### config.mk
export PLATFORM = sky130hd
export DESIGN_NAME = integer_sqrt_digit_by_digit_top
export DESIGN_NICKNAME = d
export VERILOG_FILES = /design/src/rtl/isqdd_pkg.sv /design/src/rtl/isqdd_cell.sv /design/src/rtl/integer_sqrt_digit_by_digit_top.sv
export SDC_FILE = /design/constraint.sdc
export NUM_CORES = 1
export LEC_CHECK = 0
export BUFFER_PORTS_ARGS = -buffer_cell sky130_fd_sc_hd__buf_2
export CORE_ASPECT_RATIO = 0.6
export CORE_MARGIN = 2
export CORE_UTILIZATION = 45
export DETAILED_ROUTE_END_ITERATION = 8
export PLACE_DENSITY = 0.56
export SLEW_MARGIN = 20
export SYNTH_ARGS = -nofsm -noshare
export SYNTH_HDL_FRONTEND = slang
export SYNTH_SLANG_ARGS = --single-unit
### constraint.sdc
create_clock -name clk -period 11.9 [get_ports clk]
set_input_delay 3.57 -clock clk [delete_from_list [all_inputs] [get_ports clk]]
set_output_delay 3.57 -clock clk [all_outputs]
set_load 0.02 [all_outputs]
### src/rtl/isqdd_pkg.sv
package isqdd_pkg;

	// width of the radicand and root fields on the ports
	localparam int unsigned RADICAND_W = 32;
	localparam int unsigned ROOT_W     = 17;

	// largest root the block can show: a rounded root of a radicand near 2^32
	localparam logic [ROOT_W-1:0] ROOT_MAX = ROOT_W'(17'h10000);

endpackage

### src/rtl/isqdd_cell.sv
// One digit step of the restoring square root: trial subtract root + bit
// from the remainder, keep the result bit, shift the root down by one.
module isqdd_cell #(
	parameter int unsigned W     = 32,
	parameter int unsigned SHIFT = 30
) (
	input  logic         clk,
	input  logic         arst_n,
	input  logic         up_valid,
	output logic         up_ready,
	input  logic [W-1:0] up_rem,
	input  logic [W:0]   up_root,
	input  logic         up_rnd,
	output logic         dn_valid,
	input  logic         dn_ready,
	output logic [W-1:0] dn_rem,
	output logic [W:0]   dn_root,
	output logic         dn_rnd
);

	localparam logic [W:0] BIT  = (W+1)'(1) << SHIFT;
	localparam logic [W:0] BIT2 = BIT << 1;

	logic         valid_q;
	logic [W-1:0] rem_q;
	logic [W:0]   root_q;
	logic         rnd_q;

	logic [W:0]   trial;
	logic         take;
	logic [W-1:0] rem_n;
	logic [W:0]   root_sum;

	assign trial    = up_root + BIT;
	assign take     = {1'b0, up_rem} >= trial;
	assign rem_n    = take ? (up_rem - trial[W-1:0]) : up_rem;
	assign root_sum = take ? (up_root + BIT2) : up_root;

	// a cell frees up when it is empty or its word moves on this cycle
	assign up_ready = !valid_q || dn_ready;

	always_ff @(posedge clk or negedge arst_n) begin
		if (!arst_n) begin
			valid_q <= 1'b0;
		end else if (up_ready) begin
			valid_q <= up_valid;
		end
	end

	always_ff @(posedge clk) begin
		if (up_valid && up_ready) begin
			rem_q  <= rem_n;
			root_q <= root_sum >> 1;
			rnd_q  <= up_rnd;
		end
	end

	assign dn_valid = valid_q;
	assign dn_rem   = rem_q;
	assign dn_root  = root_q;
	assign dn_rnd   = rnd_q;

endmodule

### src/rtl/integer_sqrt_digit_by_digit_top.sv
// Integer square root, restoring digit-by-digit method, one digit per cell.
//
// Input channel: in_valid / in_stall carry one word of radicand (32 bits,
// unsigned; only the low INPUT_WIDTH bits count) and round_to_nearest.
// Output channel: out_valid / out_stall carry one word of root (17 bits).
// A word moves at a rising edge with valid high and stall low.
//
// The root comes out of a chain of (INPUT_WIDTH-1)/2+1 identical cells,
// sixteen for the default width, followed by one output register that
// applies rounding. One word enters every cycle while the output is not
// stalled; throughput is then one word per cycle.
//
// When the receiver stalls, the output register holds its word and each
// cell holds its word only if the cell after it is full, so empty slots
// in the chain close up and input keeps flowing until the chain is full.
// Reset clears every valid flag; payload registers are not reset.
module integer_sqrt_digit_by_digit_top
	import isqdd_pkg::*;
#(
	parameter int unsigned INPUT_WIDTH = 32
) (
	input  logic                  clk,
	input  logic                  arst_n,
	input  logic                  in_valid,
	output logic                  in_stall,
	input  logic [RADICAND_W-1:0] radicand,
	input  logic                  round_to_nearest,
	output logic                  out_valid,
	input  logic                  out_stall,
	output logic [ROOT_W-1:0]     root
);

	localparam int unsigned W     = INPUT_WIDTH;
	localparam int unsigned TOP   = ((W - 1) / 2) * 2;
	localparam int unsigned NSTEP = TOP / 2 + 1;

	// link k feeds cell k; link NSTEP feeds the output register
	logic         lk_valid [NSTEP+1];
	logic         lk_ready [NSTEP+1];
	logic [W-1:0] lk_rem   [NSTEP+1];
	logic [W:0]   lk_root  [NSTEP+1];
	logic         lk_rnd   [NSTEP+1];

	logic                out_valid_q;
	logic [ROOT_W-1:0]   root_q;
	logic                out_ready;
	logic [W:0]          root_fin;

	// drop radicand bits above INPUT_WIDTH, or zero-extend when wider
	assign lk_valid[0] = in_valid;
	assign lk_rem[0]   = W'(radicand);
	assign lk_root[0]  = '0;
	assign lk_rnd[0]   = round_to_nearest;
	assign in_stall    = !lk_ready[0];

	for (genvar k = 0; k < NSTEP; k++) begin : g_cell
		isqdd_cell #(
			.W     (W),
			.SHIFT (TOP - 2 * k)
		) u_cell (
			.clk      (clk),
			.arst_n   (arst_n),
			.up_valid (lk_valid[k]),
			.up_ready (lk_ready[k]),
			.up_rem   (lk_rem[k]),
			.up_root  (lk_root[k]),
			.up_rnd   (lk_rnd[k]),
			.dn_valid (lk_valid[k+1]),
			.dn_ready (lk_ready[k+1]),
			.dn_rem   (lk_rem[k+1]),
			.dn_root  (lk_root[k+1]),
			.dn_rnd   (lk_rnd[k+1])
		);
	end

	// output register: with round_to_nearest set, round up when the final remainder exceeds the root
	assign out_ready          = !out_valid_q || !out_stall;
	assign lk_ready[NSTEP]    = out_ready;
	assign root_fin = lk_root[NSTEP] +
		(W+1)'(lk_rnd[NSTEP] && ({1'b0, lk_rem[NSTEP]} > lk_root[NSTEP]));

	always_ff @(posedge clk or negedge arst_n) begin
		if (!arst_n) begin
			out_valid_q <= 1'b0;
		end else if (out_ready) begin
			out_valid_q <= lk_valid[NSTEP];
		end
	end

	always_ff @(posedge clk) begin
		if (out_ready && lk_valid[NSTEP]) begin
			root_q <= ROOT_W'(root_fin);
		end
	end

	assign out_valid = out_valid_q;
	assign root      = root_q;

endmodule

### Word level (Yosys, flattened, before mapping)

Index checks and enable logic that the tools add are counted.

* add/subtract/negate cells: 47
* $lt $le $gt $ge: 17
* multiplexer cells: 32
* reductions and logical operators: 54

Operators with widths (number)
* two-way mux 32 bit: 32
* greater-or-equal comparator 32 x 33 -> 1 bit: 15
* subtractor 32 bit: 15
* adder 32 x 1 -> 33 bit (second input constant): 1
* adder 32 x 10 -> 33 bit (second input constant): 1
* adder 32 x 11 -> 33 bit (second input constant): 1
* adder 32 x 12 -> 33 bit (second input constant): 1
* adder 32 x 13 -> 33 bit (second input constant): 1
* adder 32 x 14 -> 33 bit (second input constant): 1
* adder 32 x 15 -> 33 bit (second input constant): 1
* adder 32 x 16 -> 33 bit (second input constant): 1
* adder 32 x 17 -> 33 bit (second input constant): 1
* adder 32 x 18 -> 33 bit (second input constant): 1
* adder 32 x 19 -> 33 bit (second input constant): 1
* adder 32 x 2 -> 33 bit (second input constant): 1
* adder 32 x 20 -> 33 bit (second input constant): 1
* adder 32 x 21 -> 33 bit (second input constant): 1
* adder 32 x 22 -> 33 bit (second input constant): 1
* adder 32 x 23 -> 33 bit (second input constant): 1
* adder 32 x 24 -> 33 bit (second input constant): 1
* adder 32 x 25 -> 33 bit (second input constant): 1
* adder 32 x 26 -> 33 bit (second input constant): 1
* adder 32 x 27 -> 33 bit (second input constant): 1
* adder 32 x 28 -> 33 bit (second input constant): 1
* other kinds (16): 67

* flip-flop bits (word level): 1074

### Logic depth before layout (Yosys ltp)

* word-level depth: 19
* mapped depth: 15
* gate-level depth less buffers: 15

### By module

Synthesis repeated with hierarchy kept, for this count alone.

* cells, all modules: 8065
* area, all modules: 78764.3 µm²

Modules (own cells, without submodules)
* isqdd_cell at g_cell[15].u_cell: instances 1, cells each 598, area an instance 5406.4 µm²
* isqdd_cell at g_cell[14].u_cell: instances 1, cells each 584, area an instance 5393.9 µm²
* isqdd_cell at g_cell[13].u_cell: instances 1, cells each 560, area an instance 5221.3 µm²
* isqdd_cell at g_cell[9].u_cell: instances 1, cells each 494, area an instance 5129.9 µm²
* isqdd_cell at g_cell[12].u_cell: instances 1, cells each 485, area an instance 5052.3 µm²
* isqdd_cell at g_cell[10].u_cell: instances 1, cells each 495, area an instance 4978.5 µm²
* isqdd_cell at g_cell[11].u_cell: instances 1, cells each 515, area an instance 4893.4 µm²
* isqdd_cell at g_cell[8].u_cell: instances 1, cells each 516, area an instance 4860.9 µm²
* isqdd_cell at g_cell[7].u_cell: instances 1, cells each 488, area an instance 4795.8 µm²
* isqdd_cell at g_cell[5].u_cell: instances 1, cells each 491, area an instance 4668.2 µm²
* isqdd_cell at g_cell[6].u_cell: instances 1, cells each 469, area an instance 4601.9 µm²
* isqdd_cell at g_cell[4].u_cell: instances 1, cells each 436, area an instance 4535.6 µm²
* isqdd_cell at g_cell[3].u_cell: instances 1, cells each 441, area an instance 4456.8 µm²
* isqdd_cell at g_cell[1].u_cell: instances 1, cells each 441, area an instance 4385.5 µm²
* +3 rows

### Least setup slack after synthesis

No wires, ideal clock.

* path kind: input port to output port
* start: input out_stall
* end: output in_stall
* arrival: 4.825 ns
* data required time: 8.330 ns
* slack: 3.505 ns
* cell stages on the path: 7
* path through: and4_1 nand4_1 nor3_1 nand3_1 nor2_1 nand2_1 inv_1

* word-level cells in the longest chain between the ends: 19

Ends and longest elaborated chain
* start, declared: line integer_sqrt_digit_by_digit_top.sv:29 `input logic out_stall,`
* logical NOT 1 bit: line integer_sqrt_digit_by_digit_top.sv:77 `assign out_ready = !out_valid_q || !out_stall;`
* logical OR 1 bit: line integer_sqrt_digit_by_digit_top.sv:77
* logical OR 1 bit (16 in series): line isqdd_cell.sv:40 `assign up_ready = !valid_q || dn_ready;`
* logical NOT 1 bit: line integer_sqrt_digit_by_digit_top.sv:54 `assign in_stall = !lk_ready[0];`
* end, declared: line integer_sqrt_digit_by_digit_top.sv:25 `output logic in_stall,`

Every way passes these cells.

### Worst setup path after layout

Same ends and word-level chain as after synthesis.

==> summary.md <==
| Metric | Value |
|---|---|
| First-pass iteration count of the detailed router | 6 |
| Worst Max-Slew Pin Slew | 1.07 ns |
| Startpoint class of the critical path | input port |
| Die X | 355 um |
| Yosys top cell area share | 0.615 |
| Congestion Overflow GR | 0 |
| Setup_tns | 0 ns |
| Final slew viol count | 0 |
| Root Buffer | clkbuf_16 |
| DR DRC count | 0 |
| Ys async rst share | 0.0244 |
| Synth Area in Compound Gates | 0.0840 |
| Crit end category | output pin |
| Fin worst setup slack | 3.04 ns |
| Initial antenna violation count | 1 |
| Xor/xnor share of the synthesized area | 0.0601 |
| CP arrival | 5.29 ns |
| Tot GR Track Use | 0.185 |
| DP HPWL | 53600 um |
| Yosys reg bits | 698 |
| Critical Path RT | 8.33 ns |
| Most frequent CP cell | buf_2 |
| Syn Nets | 2794 |
| Fillers | 6325 |
| Seq/Total Area, Yosys | 0.628 |
| Cts repair resizes | 0 |
| Die height | 215 um |
| Worst r2r src | g_cell[13].u_cell.dn_root[5] |
| CTS tree | yes |
| Post-Syn Area | 33200 um2 |
| Count leader, synth | edfxtp_1 |
| Max_cap viols | 0 |
| Post-placement setup slack | 2.97 ns |
| Netlist cell types | 81 |
| Synth-to-Final Area Change | 11.5% |
| Period utilisation layout | 0.745 |
| Fin nets | 2903 |
| Leakage | 13.8 nW |
| Die ar. | 76100 um2 |
| Worst hold start | g_cell[11].u_cell.dn_rnd |
| Setup Fix Bufs, Post-CTS | 0 |
| Crit path from | out_stall |
| ANT cells | 0 |
| Top_reg_cell synth | edfxtp_1 |
| Pwr Density | 215 nW/um2 |
| Post-Synth Simple-Gate Area | 0.125 |
| Top cells by area, synth | edfxtp_1 62%, ha_1 6.4%, xnor2_1 3.2% |
| Synthesized area per cell | 12.8 um2 |
| DR WL/cell | 19.1 um |
| 1st-iter DRT viols | 1725 |
| Dpl cells | 3607 |
| Vias in the first global route | 19300 |
| Status | finished clean |
| Min Tclk post-route | 8.86 ns |
| Cell accounting for the most synthesized area | edfxtp_1 |
| Mapped Cells | 2587 |
| Critical Path Slowest Stage Cell | and4_1 |
| VDD IR max | 102 uV |
| Final Setup Violations | 0 |
| Clock buffer count from CTS | 68 |
| Largest net degree at the start of global routing | 50 |
| YS warnings | 0 |
| Synth cell count leaders | 681 x edfxtp_1, 210 x inv_1, 170 x ha_1, 164 x nand2_1, 134 x nor2_1 |
| Max Freq | 113 MHz |
| Final Hold Vio Count | 0 |
| Via count | 20600 |
| Max_slew headroom | 0.285 |
| Clk buf depth | 3 |
| Clock Sinks | 698 |
| Final Wtd Congestion | 0.891 |
| Row count | 77 |
| Final non-filler cell total | 3737 |
| IO Port Bufs | 55 |
| Delay-heaviest family, CP | simple AND/OR/NAND/NOR gates |
| Critical path fanouts, max | 6 |
| Worst min-delay path class | flip-flop to flip-flop |
| Antenna viol nets, final | 0 |
| Initial Util | 0.453 |
| Core area | 73400 um2 |
| # IOs | 56 |
| Total wire length | 71300 um |
| Clock slew at reported path FFs | 0.06 ns |
| CTS H-tree depth | 3 |
| Unrepaired setup endpoints after global routing | false |
| First-pass GRT wire length | 111000 um |
| Clock Skew | 0.0430 ns |
| Kind of critical path | input port to output pin |
| Post-Synth Adder-Cell Area | 0.0640 |
| Worst path max stage delay | 0.29 ns |
| Largest family of logic cells by synthesized area | simple AND/OR/NAND/NOR gates |
| Layout cell share with drive strength beyond 1 | 0.0880 |
| Post-synth EDFFs | 681 |
| Vias per std cell | 5.51 |
| Hold buffer count at CTS | 0 |
| Critical-path cell list | buf_2 > and4_1 > nand4_1 > nor3_1 > buf_4 > nand3_1 > nor2_1 > nand2_1 > inv_1 > buf_2 |
| Worst path bufs/invs | 4 |
| Post-synthesis mux area share | 0.0106 |
| Worst-Skew Late Latency | 0.64 ns |
metrics by stage:
step / power, W / cell area (um2) / hold slack [ns] / utilization
after floorplan: 0.00525 / 33200 / 0.400 / -
after global placement: 0.00580 / 34800 / 0.405 / 0.474
after detailed placement: 0.00586 / 34800 / 0.407 / 0.474
after CTS: 0.00800 / 37000 / 0.428 / 0.503
after global routing: 0.00841 / 37100 / 0.434 / 0.505
final: 0.00796 / 37100 / 0.423 / 0.505
kinds of logic (layout without fill, tap and decap cells):
family	after synthesis	count (layout)
AO/OA/AOI/OAI	443	443
AND/OR/NAND/NOR	774	774
flip-flops	698	698
buffers and inverters	242	405
XOR/XNOR	228	228
multiplexers	32	32
adder cells (fa/ha/maj)	170	170
where the power goes:
group	switching, W	total, W	internal, W
sequential	0.000352	0.00377	0.00342
combinational	0.00123	0.00207	0.000846
clock	0.000976	0.00212	0.00114
final timing paths:
check	depth (start not counted)	slack, ns	end
setup / recovery	10	3.04	in_stall
hold / removal	0	0.42	g_cell[12].u_cell.dn_rnd
setup reg to reg	8	8.10	g_cell[14].u_cell.dn_rem[9]
hold reg to reg	0	0.42	g_cell[12].u_cell.dn_rnd
max in group asynchronous	1	8.76	g_cell[8].u_cell.dn_valid
min in group asynchronous	1	2.85	g_cell[2].u_cell.dn_valid
worst reg2reg max path: cells and delay by family, from the launching register on:
kind            cells  cell delay (ns)
simple gates        1             0.68
fa+ha+maj           1             0.41
flops               1             0.40
compound gates      4             1.40
buf+inv             1             0.06
mux                 1             0.58
metal layers:
layer | part of all wire | wire, um | up-vias | GRT usage
met2 | 0.40 | 28400 | 515 | 0.249
met1 | 0.52 | 37200 | 10000 | 0.304
met3 | 0.066 | 4690 | 86 | 0.0369
met5 | 0.00018 | 13 | - | 0
li1 | - | - | 9921 | -
met4 | 0.015 | 1060 | 2 | 0.0398
state kept, by name (all words and copies together) (netlist names):
signal,flops
g_cell.u_cell.dn_rem,512
g_cell.u_cell.dn_rnd,16
g_cell.u_cell.dn_root,136
g_cell.u_cell.dn_valid,16
out_valid,1
root,17
layout make-up:
class	count	area, um2	area share
Timing Repair Buffer	71	462	0.0125
Tap cell	987	1230	0.0333
Multi-Input combinational cell	1647	11500	0.311
Sequential cell	698	20900	0.563
Inverter	210	788	0.0213
Clock buffer	80	1750	0.0471
Clock inverter	44	442	0.0119
layout by cell type, fill, tap and decap left out, types with 17 or more instances in the layout:
cell       Yosys  layout
or4_1         18      18
nand4_1       44      44
a21o_1        41      41
nor3_1        95      95
clkinv_1       0      18
o21a_1        30      30
dfrtp_1       17      17
a21oi_1      110     110
clkbuf_16      0      68
or3_1         32      32
mux2_2        20      20
nand2b_1      40      40
nor2b_1       23      19
o21ai_0      132     132
nand3_1       48      48
buf_2         10      55
edfxtp_1     681     681
o31ai_1       22      22
ha_1         170     170
nand2_1      164     164
xnor2_1      121     121
xor2_1       107     107
inv_1        210     210
nor4_1        72      72
nor2_1       134     133
or2_2         19      19
a31oi_1       19      17
No activity file was read; power rests on OpenSTA's default activity.
